**config.mk**
```make
export PLATFORM = sky130hd
export DESIGN_NAME = size_class_slot_allocator
export DESIGN_NICKNAME = d
export VERILOG_FILES = /design/src/sv/sac_pkg.sv /design/src/sv/sac_datapath.sv /design/src/sv/sac_ctrl.sv /design/src/sv/size_class_slot_allocator.sv
export SDC_FILE = /design/constraint.sdc
export NUM_CORES = 2
export LEC_CHECK = 0
export BUFFER_PORTS_ARGS = -buffer_cell sky130_fd_sc_hd__buf_4
export CAP_MARGIN = 0
export CORE_ASPECT_RATIO = 1.1
export CORE_MARGIN = 3
export CORE_UTILIZATION = 40
export DETAILED_ROUTE_END_ITERATION = 7
export PLACE_DENSITY = 0.53
export SYNTH_ARGS = -nofsm -noshare
export SYNTH_HDL_FRONTEND = slang
export SYNTH_HIERARCHICAL = 1
export SYNTH_SLANG_ARGS = --single-unit
```
**constraint.sdc**
```tcl
create_clock -name clk -period 8.6 [get_ports clk]
set_input_delay 0.43 -clock clk [delete_from_list [all_inputs] [get_ports clk]]
set_output_delay 0.43 -clock clk [all_outputs]
set_load 0.1 [all_outputs]
```
**src/sv/sac_pkg.sv**
```systemverilog
// ----------------------------------------------------------------------------
// sac_pkg
// Shared types, constants and helpers for the size-class slot allocator.
// ----------------------------------------------------------------------------
`default_nettype none

package sac_pkg;

  // Pool geometry
  localparam int SLOTS_PER_CLASS = 64;
  localparam int NUM_CLASSES     = 4;
  localparam int MAX_REQ_BYTES   = 512;

  // Field widths fixed by the interface
  localparam int SIZE_W = 16;
  localparam int SLOT_W = 6;
  localparam int CLS_W  = 2;
  localparam int ST_W   = 3;

  // Derived widths
  localparam int CNT_W  = $clog2(SLOTS_PER_CLASS + 1);
  localparam int POS_W  = $clog2(SLOTS_PER_CLASS);
  localparam int ADDR_W = CLS_W + POS_W;
  localparam int NCLS_SLOTS = 1 << CLS_W;

  // Result codes
  typedef enum logic [ST_W-1:0] {
    ST_DONE      = 3'd0,
    ST_EXHAUSTED = 3'd1,
    ST_OVERSIZE  = 3'd2,
    ST_REJECTED  = 3'd3,
    ST_FULL      = 3'd4
  } status_t;

  // Controller -> datapath commands
  typedef struct packed {
    logic load;   // capture input word
    logic exec;   // decode, update count, issue stack access
    logic pop;    // latch popped slot into result
  } cmd_t;

  // Datapath -> controller status
  typedef struct packed {
    logic need_pop;  // allocate succeeds, stack read in flight
  } sts_t;

  // Size to class: <=64, <=128, <=256, else class 3
  function automatic logic [CLS_W-1:0] class_of(input logic [SIZE_W-1:0] size);
    logic [CLS_W-1:0] c;
    if (size <= 16'd64)       c = 2'd0;
    else if (size <= 16'd128) c = 2'd1;
    else if (size <= 16'd256) c = 2'd2;
    else                      c = 2'd3;
    return c;
  endfunction

endpackage

`default_nettype wire

```
**src/sv/sac_datapath.sv**
```systemverilog
// ----------------------------------------------------------------------------
// sac_datapath
// Request registers, per-class free counts, the free-slot stack memory and
// the result registers.
// ----------------------------------------------------------------------------
`default_nettype none

module sac_datapath (
  input  wire logic                       clk,
  input  wire logic                       rst_n,
  input  wire sac_pkg::cmd_t              cmd,
  output sac_pkg::sts_t                   sts,
  input  wire logic                       in_kind,
  input  wire logic [sac_pkg::SIZE_W-1:0] in_req_size,
  input  wire logic                       in_has_handle,
  input  wire logic [sac_pkg::SLOT_W-1:0] in_slot_in,
  output logic [sac_pkg::ST_W-1:0]        out_status,
  output logic [sac_pkg::CLS_W-1:0]       out_size_class,
  output logic [sac_pkg::SLOT_W-1:0]      out_slot_out
);

  localparam int SizeW  = sac_pkg::SIZE_W;
  localparam int SlotW  = sac_pkg::SLOT_W;
  localparam int ClsW   = sac_pkg::CLS_W;
  localparam int CntW   = sac_pkg::CNT_W;
  localparam int PosW   = sac_pkg::POS_W;
  localparam int AddrW  = sac_pkg::ADDR_W;
  localparam int NSlots = sac_pkg::NCLS_SLOTS;
  localparam logic [CntW-1:0]  CntFull = CntW'(sac_pkg::SLOTS_PER_CLASS);
  localparam logic [SizeW-1:0] SizeMax = SizeW'(sac_pkg::MAX_REQ_BYTES);

  // Captured request word
  logic             kind_r;
  logic [SizeW-1:0] size_r;
  logic             has_r;
  logic [SlotW-1:0] slot_in_r;

  // Per-class stack depth and low-water mark. Stack positions at or above
  // the mark have been written by a push; those below still hold reset data.
  logic [CntW-1:0] cnt_r [NSlots];
  logic [CntW-1:0] low_r [NSlots];

  // Stack memory, one row per class
  logic [SlotW-1:0] mem [1 << AddrW];
  logic [SlotW-1:0] rd_r;

  // Pop bookkeeping and result registers
  logic [PosW-1:0]  pop_pos_r;
  logic             pop_hit_r;
  sac_pkg::status_t st_r;
  logic [ClsW-1:0]  cls_r;
  logic [SlotW-1:0] slot_r;

  // Decode
  logic             rej, over, alloc_ok, free_ok;
  logic [ClsW-1:0]  cls;
  logic [CntW-1:0]  cur_cnt, cnt_dec;
  logic [PosW-1:0]  pos_rd, pos_wr;
  sac_pkg::status_t res_st;

  always_comb begin
    cls      = sac_pkg::class_of(size_r);
    rej      = (kind_r && !has_r) || (size_r == '0);
    over     = (size_r > SizeMax) || (4'(cls) >= 4'(sac_pkg::NUM_CLASSES));
    cur_cnt  = cnt_r[cls];
    cnt_dec  = cur_cnt - 1'b1;
    pos_rd   = PosW'(cnt_dec);
    pos_wr   = PosW'(cur_cnt);
    alloc_ok = !rej && !over && !kind_r && (cur_cnt != '0) && (cur_cnt <= CntFull);
    free_ok  = !rej && !over && kind_r && (cur_cnt < CntFull);
    if (rej)                   res_st = sac_pkg::ST_REJECTED;
    else if (over)             res_st = sac_pkg::ST_OVERSIZE;
    else if (alloc_ok || free_ok) res_st = sac_pkg::ST_DONE;
    else if (kind_r)           res_st = sac_pkg::ST_FULL;
    else                       res_st = sac_pkg::ST_EXHAUSTED;
  end

  assign sts.need_pop = alloc_ok;

  // Request capture
  always_ff @(posedge clk) begin
    if (cmd.load) begin
      kind_r    <= in_kind;
      size_r    <= in_req_size;
      has_r     <= in_has_handle;
      slot_in_r <= in_slot_in;
    end
  end

  // Counts and low-water marks
  always_ff @(posedge clk) begin
    if (!rst_n) begin
      for (int c = 0; c < NSlots; c++) begin
        cnt_r[c] <= CntFull;
        low_r[c] <= CntFull;
      end
    end else if (cmd.exec) begin
      if (alloc_ok) begin
        cnt_r[cls] <= cnt_dec;
        if (cnt_dec < low_r[cls]) low_r[cls] <= cnt_dec;
      end else if (free_ok) begin
        cnt_r[cls] <= cur_cnt + 1'b1;
      end
    end
  end

  // Stack memory: push writes, pop reads (registered)
  always_ff @(posedge clk) begin
    if (cmd.exec) begin
      if (free_ok) mem[{cls, pos_wr}] <= slot_in_r;
      rd_r <= mem[{cls, pos_rd}];
    end
  end

  // Result registers
  always_ff @(posedge clk) begin
    if (cmd.exec) begin
      st_r      <= res_st;
      cls_r     <= (rej || over) ? '0 : cls;
      slot_r    <= '0;
      pop_pos_r <= pos_rd;
      pop_hit_r <= (cnt_dec >= low_r[cls]);
    end else if (cmd.pop) begin
      // never-written positions still hold their own index
      slot_r <= pop_hit_r ? rd_r : SlotW'(pop_pos_r);
    end
  end

  assign out_status     = st_r;
  assign out_size_class = cls_r;
  assign out_slot_out   = slot_r;

  // Checks (the request word is only defined while it executes)
  a_cnt_bound: assert property (@(posedge clk) disable iff (!rst_n)
    cmd.exec |-> (cur_cnt <= CntFull))
    else $error("class count above pool size");

  a_low_mark: assert property (@(posedge clk) disable iff (!rst_n)
    cmd.exec |-> (low_r[cls] <= cur_cnt))
    else $error("low-water mark above stack depth");

endmodule

`default_nettype wire

```
**src/sv/sac_ctrl.sv**
```systemverilog
// ----------------------------------------------------------------------------
// sac_ctrl
// Sequencer for the allocator: capture, execute, optional pop, deliver.
// ----------------------------------------------------------------------------
`default_nettype none

module sac_ctrl (
  input  wire logic          clk,
  input  wire logic          rst_n,
  input  wire logic          in_valid,
  output logic               in_stall,
  output logic               out_valid,
  input  wire logic          out_stall,
  output sac_pkg::cmd_t      cmd,
  input  wire sac_pkg::sts_t sts
);

  typedef enum logic [1:0] {
    S_IDLE,
    S_EXEC,
    S_POP,
    S_DONE
  } state_t;

  state_t state_r, state_nxt;

  // Handshake and commands
  always_comb begin
    in_stall  = (state_r == S_EXEC) || (state_r == S_POP) ||
                ((state_r == S_DONE) && out_stall);
    out_valid = (state_r == S_DONE);
    cmd.load  = in_valid && !in_stall;
    cmd.exec  = (state_r == S_EXEC);
    cmd.pop   = (state_r == S_POP);
  end

  // Next state
  always_comb begin
    state_nxt = state_r;
    unique case (state_r)
      S_IDLE: if (in_valid) state_nxt = S_EXEC;
      S_EXEC: state_nxt = sts.need_pop ? S_POP : S_DONE;
      S_POP:  state_nxt = S_DONE;
      S_DONE: begin
        if (!out_stall) state_nxt = in_valid ? S_EXEC : S_IDLE;
      end
      default: state_nxt = S_IDLE;
    endcase
  end

  always_ff @(posedge clk) begin
    if (!rst_n) state_r <= S_IDLE;
    else        state_r <= state_nxt;
  end

  // Checks
  a_accept_exec: assert property (@(posedge clk) disable iff (!rst_n)
    (in_valid && !in_stall) |=> (state_r == S_EXEC))
    else $error("accepted word not executed");

  a_no_pop: assert property (@(posedge clk) disable iff (!rst_n)
    ((state_r == S_EXEC) && !sts.need_pop) |=> (state_r == S_DONE))
    else $error("result not presented after execute");

  a_pop_done: assert property (@(posedge clk) disable iff (!rst_n)
    (state_r == S_POP) |=> out_valid)
    else $error("popped slot not presented");

endmodule

`default_nettype wire

```
**src/sv/size_class_slot_allocator.sv**
```systemverilog
// ----------------------------------------------------------------------------
// size_class_slot_allocator
// Four-class fixed-slot allocator with a LIFO free stack per class.
// ----------------------------------------------------------------------------
// One request is in flight at a time. An accepted request enters the execute
// state, in which the class count updates and the stack memory is written or
// read, and its result word is presented in the following cycle; an allocate
// that pops a slot also passes through the pop state, as the free stacks sit
// in one 256 x 6 memory with a registered read port. The next request is
// accepted in the cycle the result is taken. No clearing pass follows reset:
// a per-class low-water mark tells pushed stack entries from ones still at
// their reset value.
`default_nettype none

module size_class_slot_allocator (
  input  wire logic                       clk,
  input  wire logic                       rst_n,
  input  wire logic                       in_valid,
  output logic                            in_stall,
  input  wire logic                       in_kind,
  input  wire logic [sac_pkg::SIZE_W-1:0] in_req_size,
  input  wire logic                       in_has_handle,
  input  wire logic [sac_pkg::SLOT_W-1:0] in_slot_in,
  output logic                            out_valid,
  input  wire logic                       out_stall,
  output logic [sac_pkg::ST_W-1:0]        out_status,
  output logic [sac_pkg::CLS_W-1:0]       out_size_class,
  output logic [sac_pkg::SLOT_W-1:0]      out_slot_out
);

  sac_pkg::cmd_t cmd;
  sac_pkg::sts_t sts;

  // Sequencer
  sac_ctrl u_ctrl (
    .clk       (clk),
    .rst_n     (rst_n),
    .in_valid  (in_valid),
    .in_stall  (in_stall),
    .out_valid (out_valid),
    .out_stall (out_stall),
    .cmd       (cmd),
    .sts       (sts)
  );

  // Stacks, counts and result word
  sac_datapath u_dp (
    .clk            (clk),
    .rst_n          (rst_n),
    .cmd            (cmd),
    .sts            (sts),
    .in_kind        (in_kind),
    .in_req_size    (in_req_size),
    .in_has_handle  (in_has_handle),
    .in_slot_in     (in_slot_in),
    .out_status     (out_status),
    .out_size_class (out_size_class),
    .out_slot_out   (out_slot_out)
  );

endmodule

`default_nettype wire
```
-- Yosys cells after proc, flatten, opt, wreduce, memory -nomap -nowiden
Memory sizes are Yosys's and may differ from the RTL's. A register that Yosys moved wholly into a read port is not among the register bits.
Cells that the tools add are included.
W data, S select, Z words.
- add/subtract/negate cells: 2
- order comparisons: 8
- equal/unequal tests: 5
- muxes and demuxes: 36
- bitwise logic cells: 1
- reduce and logical (&&, ||, !) cells: 27
- operators by type and width (kind ; number):
    $mux W1 ; 23
    $mux W7 ; 3
    $gt A16 B10 Y1 const B ; 1
    $le A16 B7 Y1 const B ; 1
    $le A16 B8 Y1 const B ; 1
    $le A16 B9 Y1 const B ; 1
    $logic_not A16 Y1 ; 1
    $mux W2 ; 7
    $reduce_or A7 Y1 ; 2
    $logic_and A1 B1 Y1 ; 9
    $pmux W2 S4 ; 1
    $add A7 B1 Y7 const B ; 1
    $ge A7 B7 Y1 ; 1
    $le A7 B7 Y1 const B ; 1
    $lt A7 B7 Y1 ; 1
    $lt A7 B7 Y1 const B ; 1
    $reduce_bool A7 Y1 ; 1
    $sub A7 B1 Y7 const B ; 1
    $mux W6 ; 1
    $logic_not A1 Y1 ; 5
    $logic_or A1 B1 Y1 ; 5
    $eq A2 B2 Y1 const B ; 2
    $ne A2 B2 Y1 const B ; 2
    $mux W3 ; 1
    other kinds (6) ; 6
- register bits: 44
- RAM bits: 1592
- input port bits: 28
- logic and storage cells: 94
- memories: 3
- memory list (memory ; depth ; width ; read ports ; clocked after Yosys merged registers in ; wr ports ; RTL line ; source):
    u_dp.mem ; 256 ; 6 ; 1 ; 1 ; 1 ; sac_datapath.sv:44 ; logic [SlotW-1:0] mem [1 << AddrW];
    u_dp.cnt_r ; 4 ; 7 ; 1 ; 0 ; 4 ; sac_datapath.sv:40 ; logic [CntW-1:0] cnt_r [NSlots];
    u_dp.low_r ; 4 ; 7 ; 1 ; 0 ; 4 ; sac_datapath.sv:41 ; logic [CntW-1:0] low_r [NSlots];

-- Longest topological paths before layout
- word-level depth: 15
- depth in mapped cells: 33
- mapped depth without buffers: 21

-- Cells and area by module
Netlist, hierarchy kept.
- by module, submodules not included (module ; instances ; cells each ; area an instance (µm²)):
    sac_datapath ; 1 ; 3362 ; 64738.3
    sac_ctrl ; 1 ; 22 ; 193.9

-- Least setup slack after synthesis
No wires, ideal clock.
- kind: reg-to-reg
- from: reg u_dp.size_r[15]
- to: mem u_dp/low_r[3][0] (netlist bit) (enable)
- library setup time: 381 ps
- data arrival time: 7364 ps
- slack: 856 ps
- stages on the path, launching flop included: 31
- clock period less this slack: 7744 ps
- cells stage by stage: edfxtp_1 or4_1 buf_2 nor4_4 o211ai_1 nand4_1 buf_4 buf_4 buf_4 buf_2 buf_2 clkbuf_1 inv_1 ha_1 clkbuf_1 inv_2 clkbuf_1 buf_1 buf_1 buf_1 ha_1 nor2b_1 o21ai_0 nand2b_1 a21oi_1 nand2_1 a31oi_1 o21bai_1 a21oi_2 nand3_1 o21ai_0
- RTL lines (item ; RTL line ; source):
    start: declaration ; sac_datapath.sv:34 ; logic [SizeW-1:0] size_r;
    start signal: assignment ; sac_datapath.sv:84 ; size_r <= in_req_size;
    end: declaration ; sac_datapath.sv:41 ;

-- Worst setup path in the final report
- from: reg u_dp.size_r[15]
- to: reg u_dp.rd_r[0] (read register of u_dp.mem) (data pin)
- longest elaborated chain between the ends: 6
- elaborated cells on any way between the ends: 8
- ends and longest elaborated chain (item ; RTL line ; source):
    $le A16 B9 Y1 ; sac_pkg.sv:52 ; else if (size <= 16'd256) c = 2'd2;
    $mux W1 ; sac_pkg.sv:52 ;
    $mux W2 ; sac_pkg.sv:51 ; else if (size <= 16'd128) c = 2'd1;
    $mux W2 * ; sac_pkg.sv:50 ; if (size <= 16'd64) c = 2'd0;
    $mem_v2 Z4 W7 ; n/a ;
    $sub A7 B1 Y7 ; sac_datapath.sv:66 ; cnt_dec = cur_cnt - 1'b1;
    end: declaration ; sac_datapath.sv:45 ; logic [SlotW-1:0] rd_r;
Mark *: on every way between the ends. The rest lies on a longest branch, timed or not.
A chain may end at the register's enable or synchronous reset.

==> reports/metrics.cfg <==
[outcome]
outcome=complete, no violations

[sta]
grt_setup_unrepaired=false
slew_headroom_pct=3.67
fin_skew_ps=21.8
finalCriticalPeriod_ps=7110
max_clock_freq_mhz=141
worst_pin_slew_ps=1440
timing.final.setup_violations=0
final_hold_viol_count=0
final_max_slew_viol_count=0
final.setup.tns_ps=0
final_min_period_over_clock_period_pct=82.7
setup_slack_ps=1490

[worst_setup_path]
slowest_stage=sky130_fd_sc_hd__nor2_8
worst_ep_required_time_ps=9130
critPathCaptureType=register
criticalPathCategory=register to register
critical_path.cell_chain=or4_1 > or4_4 > o21ai_0 > nand4_1 > inv_1 > ha_1 > inv_1 > a31o_2 > or4_4 > nand2_4 > inv_4 > nor2_8 > a32oi_1 > a32oi_1 > nand3_1 > or4_1
ff2ff_setup_slack_ps=1490
worst_path_largest_cell_delay_ps=800
rr_startpoint=u_dp/size_r[15]$_DFFE_PP_
worstPathMaxFanout=34
cp-start-kind=register
cp.arrival_ps=7640
r2r_cell_count=16
critical_path.reg2reg.endpoint=u_dp/rd_r[0]$_DFFE_PP_

[power_and_ir_drop]
irDropWorstVdd_mv=0.155
power.static_leakage_nw=22.5
power_switching_share_pct=24.3
power_frac_clock_pct=38.0
internal_power_mw=13.9
power.share.sequential_pct=52.3
power.net_switching_mw=4.46
cellPowerDensity_nw_per_um2=251
fraction_of_power_consumed_by_combinational_cells_pct=9.8

[placement]
place.detailed.instances=5396
routabilityCongestion=0.833
port-buffer-count=40
pre_cts_slack_ps=1530
post_dp_cell_area_um2=67600
hpwlAfterDp_um=98600

[yosys]
synth.top_cell.area_share_pct=75.6
async_flop_share_pct=0
syn_nets=3427
ys.warnings.count=6
synth-seq-area-share_pct=75.8
syn-mean-instance-area_um2=19.2
syn_area_um2=64900
netlist-cell-type-count=76
synth_enable_flop_cells=1634
yosys_register_bits=1642
yosysTopAreaCell=sky130_fd_sc_hd__edfxtp_1
synth.top_cells.by_area=sky130_fd_sc_hd__edfxtp_1, sky130_fd_sc_hd__mux4_2, sky130_fd_sc_hd__nor2_1
synthFlopType=sky130_fd_sc_hd__edfxtp_1
syn-instance-count=3384

[clock_network]
tritoncts.num_buffers=165
numClockSinks=1642
cts_max_path_buffers=3
cts_resized=0
h-tree-depth=4
clock_transition_at_the_register_clock_pins_on_the_worst_setup_and_hold_paths_after_cts_ps=60
tritoncts=built
worstSkewPairLatency_ps=800
clock_tree.root_cell=sky130_fd_sc_hd__clkbuf_16

[global_routing]
grt.overflow.total=0
grt_max_degree=213
antenna_found_initial=3
grt_pass1_vias=33700
grt_use_total_pct=20.1
global_route_wire_length_before_repair_um=244000

[floorplan]
floorplan.core_area_um2=161000
floorplan.die.height_um=429
effective_utilization_at_floorplan_pct=40.4
die_width_um=390
die_area_um2=167000
io-pin-count=41
rows=154

[route]
drt_iter0_drc=3289
viasPerCell=5.71
routed_wire_per_std_cell_um=29.4
dr.pass1.iters=8
drt.antenna.violating_nets=0
drc_errors=0
vias=32700
postRouteWirelength_um=168000

[flow_run]
max_cap_violations=0

[layout]
area.growth.synth_to_final_pct=12.6
filler_cell_count=13700
layout_cells_excl_fill=5721
finish.instance_area_um2=73100
final_layout_size_suffix_gt1_share_pct=21.1
nets=3528

[worst_hold_path]
hold-path-cell-count=3
min_path_type=input port to register
min_to=u_dp/size_r[6]$_DFFE_PP_
hold_path.startpoint=in_valid

cell type report:
type	instances	area (µm²)	share of cell area, %
Inverter	25	109	0.149
Tap cell	2106	2640	3.60
Antenna cell	1	2.50	0.00342
Clock buffer	199	4320	5.91
Clock inverter	97	862	1.18
Sequential cell	1642	49200	67.3
Multi-Input combinational cell	1523	14800	20.2
Timing Repair Buffer	128	1180	1.62
synthesized netlist by cell type (all sizes together) (9+ instances only):
library cell  number
a211oi            15
a21oi             35
a31oi             21
a32oi             36
and3              10
buf               87
clkbuf           107
edfxtp          1634
ha                15
inv               25
mux2i             57
mux4             384
nand2            327
nand3             77
nand4             30
nor2             341
nor3              17
o211ai             9
o21ai             22
o22ai             11
cells in the final DEF, fill, tap and decap left out, drive strengths merged, types with 32 or more instances in the layout:
| master | count |
|---|---|
| clkbuf | 199 |
| buf | 100 |
| nor2 | 341 |
| nand2 | 327 |
| mux4 | 384 |
| mux2i | 57 |
| a32oi | 36 |
| edfxtp | 1634 |
| a21oi | 35 |
| inv | 32 |
| clkinv | 69 |
| nand3 | 77 |
worst max-delay path, delay by kind of cell (launching register included):
family	cells	cell delay, ps
simple gates	8	3990
compound gates	4	1540
buf+inv	3	600
flops	1	350
fa+ha+maj	1	340
metrics by stage:
stage | utilization (%) | hold WS (ps) | power [mW]
floorplan | - | 513 | 10.9
CTS | 45.5 | 203 | 18.5
detailed placement | 42.1 | 478 | 11.6
finish | 45.5 | 258 | 18.3
global route | 45.5 | 247 | 19.0
global placement | 42.1 | 478 | 11.5
cells by family after synthesis:
family,count (synthesis),synth area share (%)
simple gates,851,5.67
xor+xnor,9,0.133
fa+ha+maj,15,0.289
mux,447,14.3
buf+inv,219,1.49
flops,1642,75.8
compound gates,201,2.30
worst max-delay path by stage:
stage                                    startpoint                    endpoint  slack [ps]  depth (start not counted)
after floorplan           u_dp/size_r[15]$_DFFE_PP_  u_dp/low_r[3][0]$_DFFE_PP_         860                         30
after global placement    u_dp/size_r[15]$_DFFE_PP_      u_dp/rd_r[0]$_DFFE_PP_        1580                         16
after detailed placement  u_dp/size_r[15]$_DFFE_PP_      u_dp/rd_r[0]$_DFFE_PP_        1530                         16
after CTS                 u_dp/size_r[15]$_DFFE_PP_      u_dp/rd_r[0]$_DFFE_PP_        1510                         16
after global routing       u_dp/size_r[3]$_DFFE_PP_      u_dp/rd_r[0]$_DFFE_PP_        1270                         16
final                     u_dp/size_r[15]$_DFFE_PP_      u_dp/rd_r[0]$_DFFE_PP_        1490                         16
metal layers:
metal / part of all wire, % / routed length, µm / GRT usage (%) / up-vias
li1: - / - / - / 13900
met1: 43 / 71500 / 28.5 / 17400
met2: 48 / 80700 / 32.0 / 1112
met3: 6.1 / 10300 / 3.13 / 247
met4: 3.3 / 5460 / 6.80 / 0
met5: 0 / 0 / 0 / -
sequential cells by signal (all words and copies together), names as in the netlist:
signal,count
u_dp/cnt_r,28
u_dp/out_slot_out,6
u_dp/pop_hit_r,1
u_dp/has_r,1
u_dp/slot_in_r,6
u_ctrl/state_r,2
u_dp/mem,1536
u_dp/out_status,3
u_dp/pop_pos_r,6
u_dp/low_r,28
u_dp/out_size_class,2
u_dp/size_r,16
u_dp/rd_r,6
u_dp/kind_r,1
power groups by stage:
stage / clock (mW) / sequential, mW / combinational, mW
4_1_cts: 7.12 / 9.57 / 1.82
3_5_place_dp: 0 / 9.74 / 1.81
2_1_floorplan: 0 / 10.3 / 0.635
6_report: 6.96 / 9.59 / 1.79
3_3_place_gp: 0 / 9.74 / 1.78
5_1_grt: 7.44 / 9.59 / 1.93
what timing repair did:
item                      4_1_cts  5_1_grt
hold endpoints to repair       26        0
setup buffers                   0        0
hold buffers                   28        0
No activity file was read; power rests on OpenSTA's default activity.
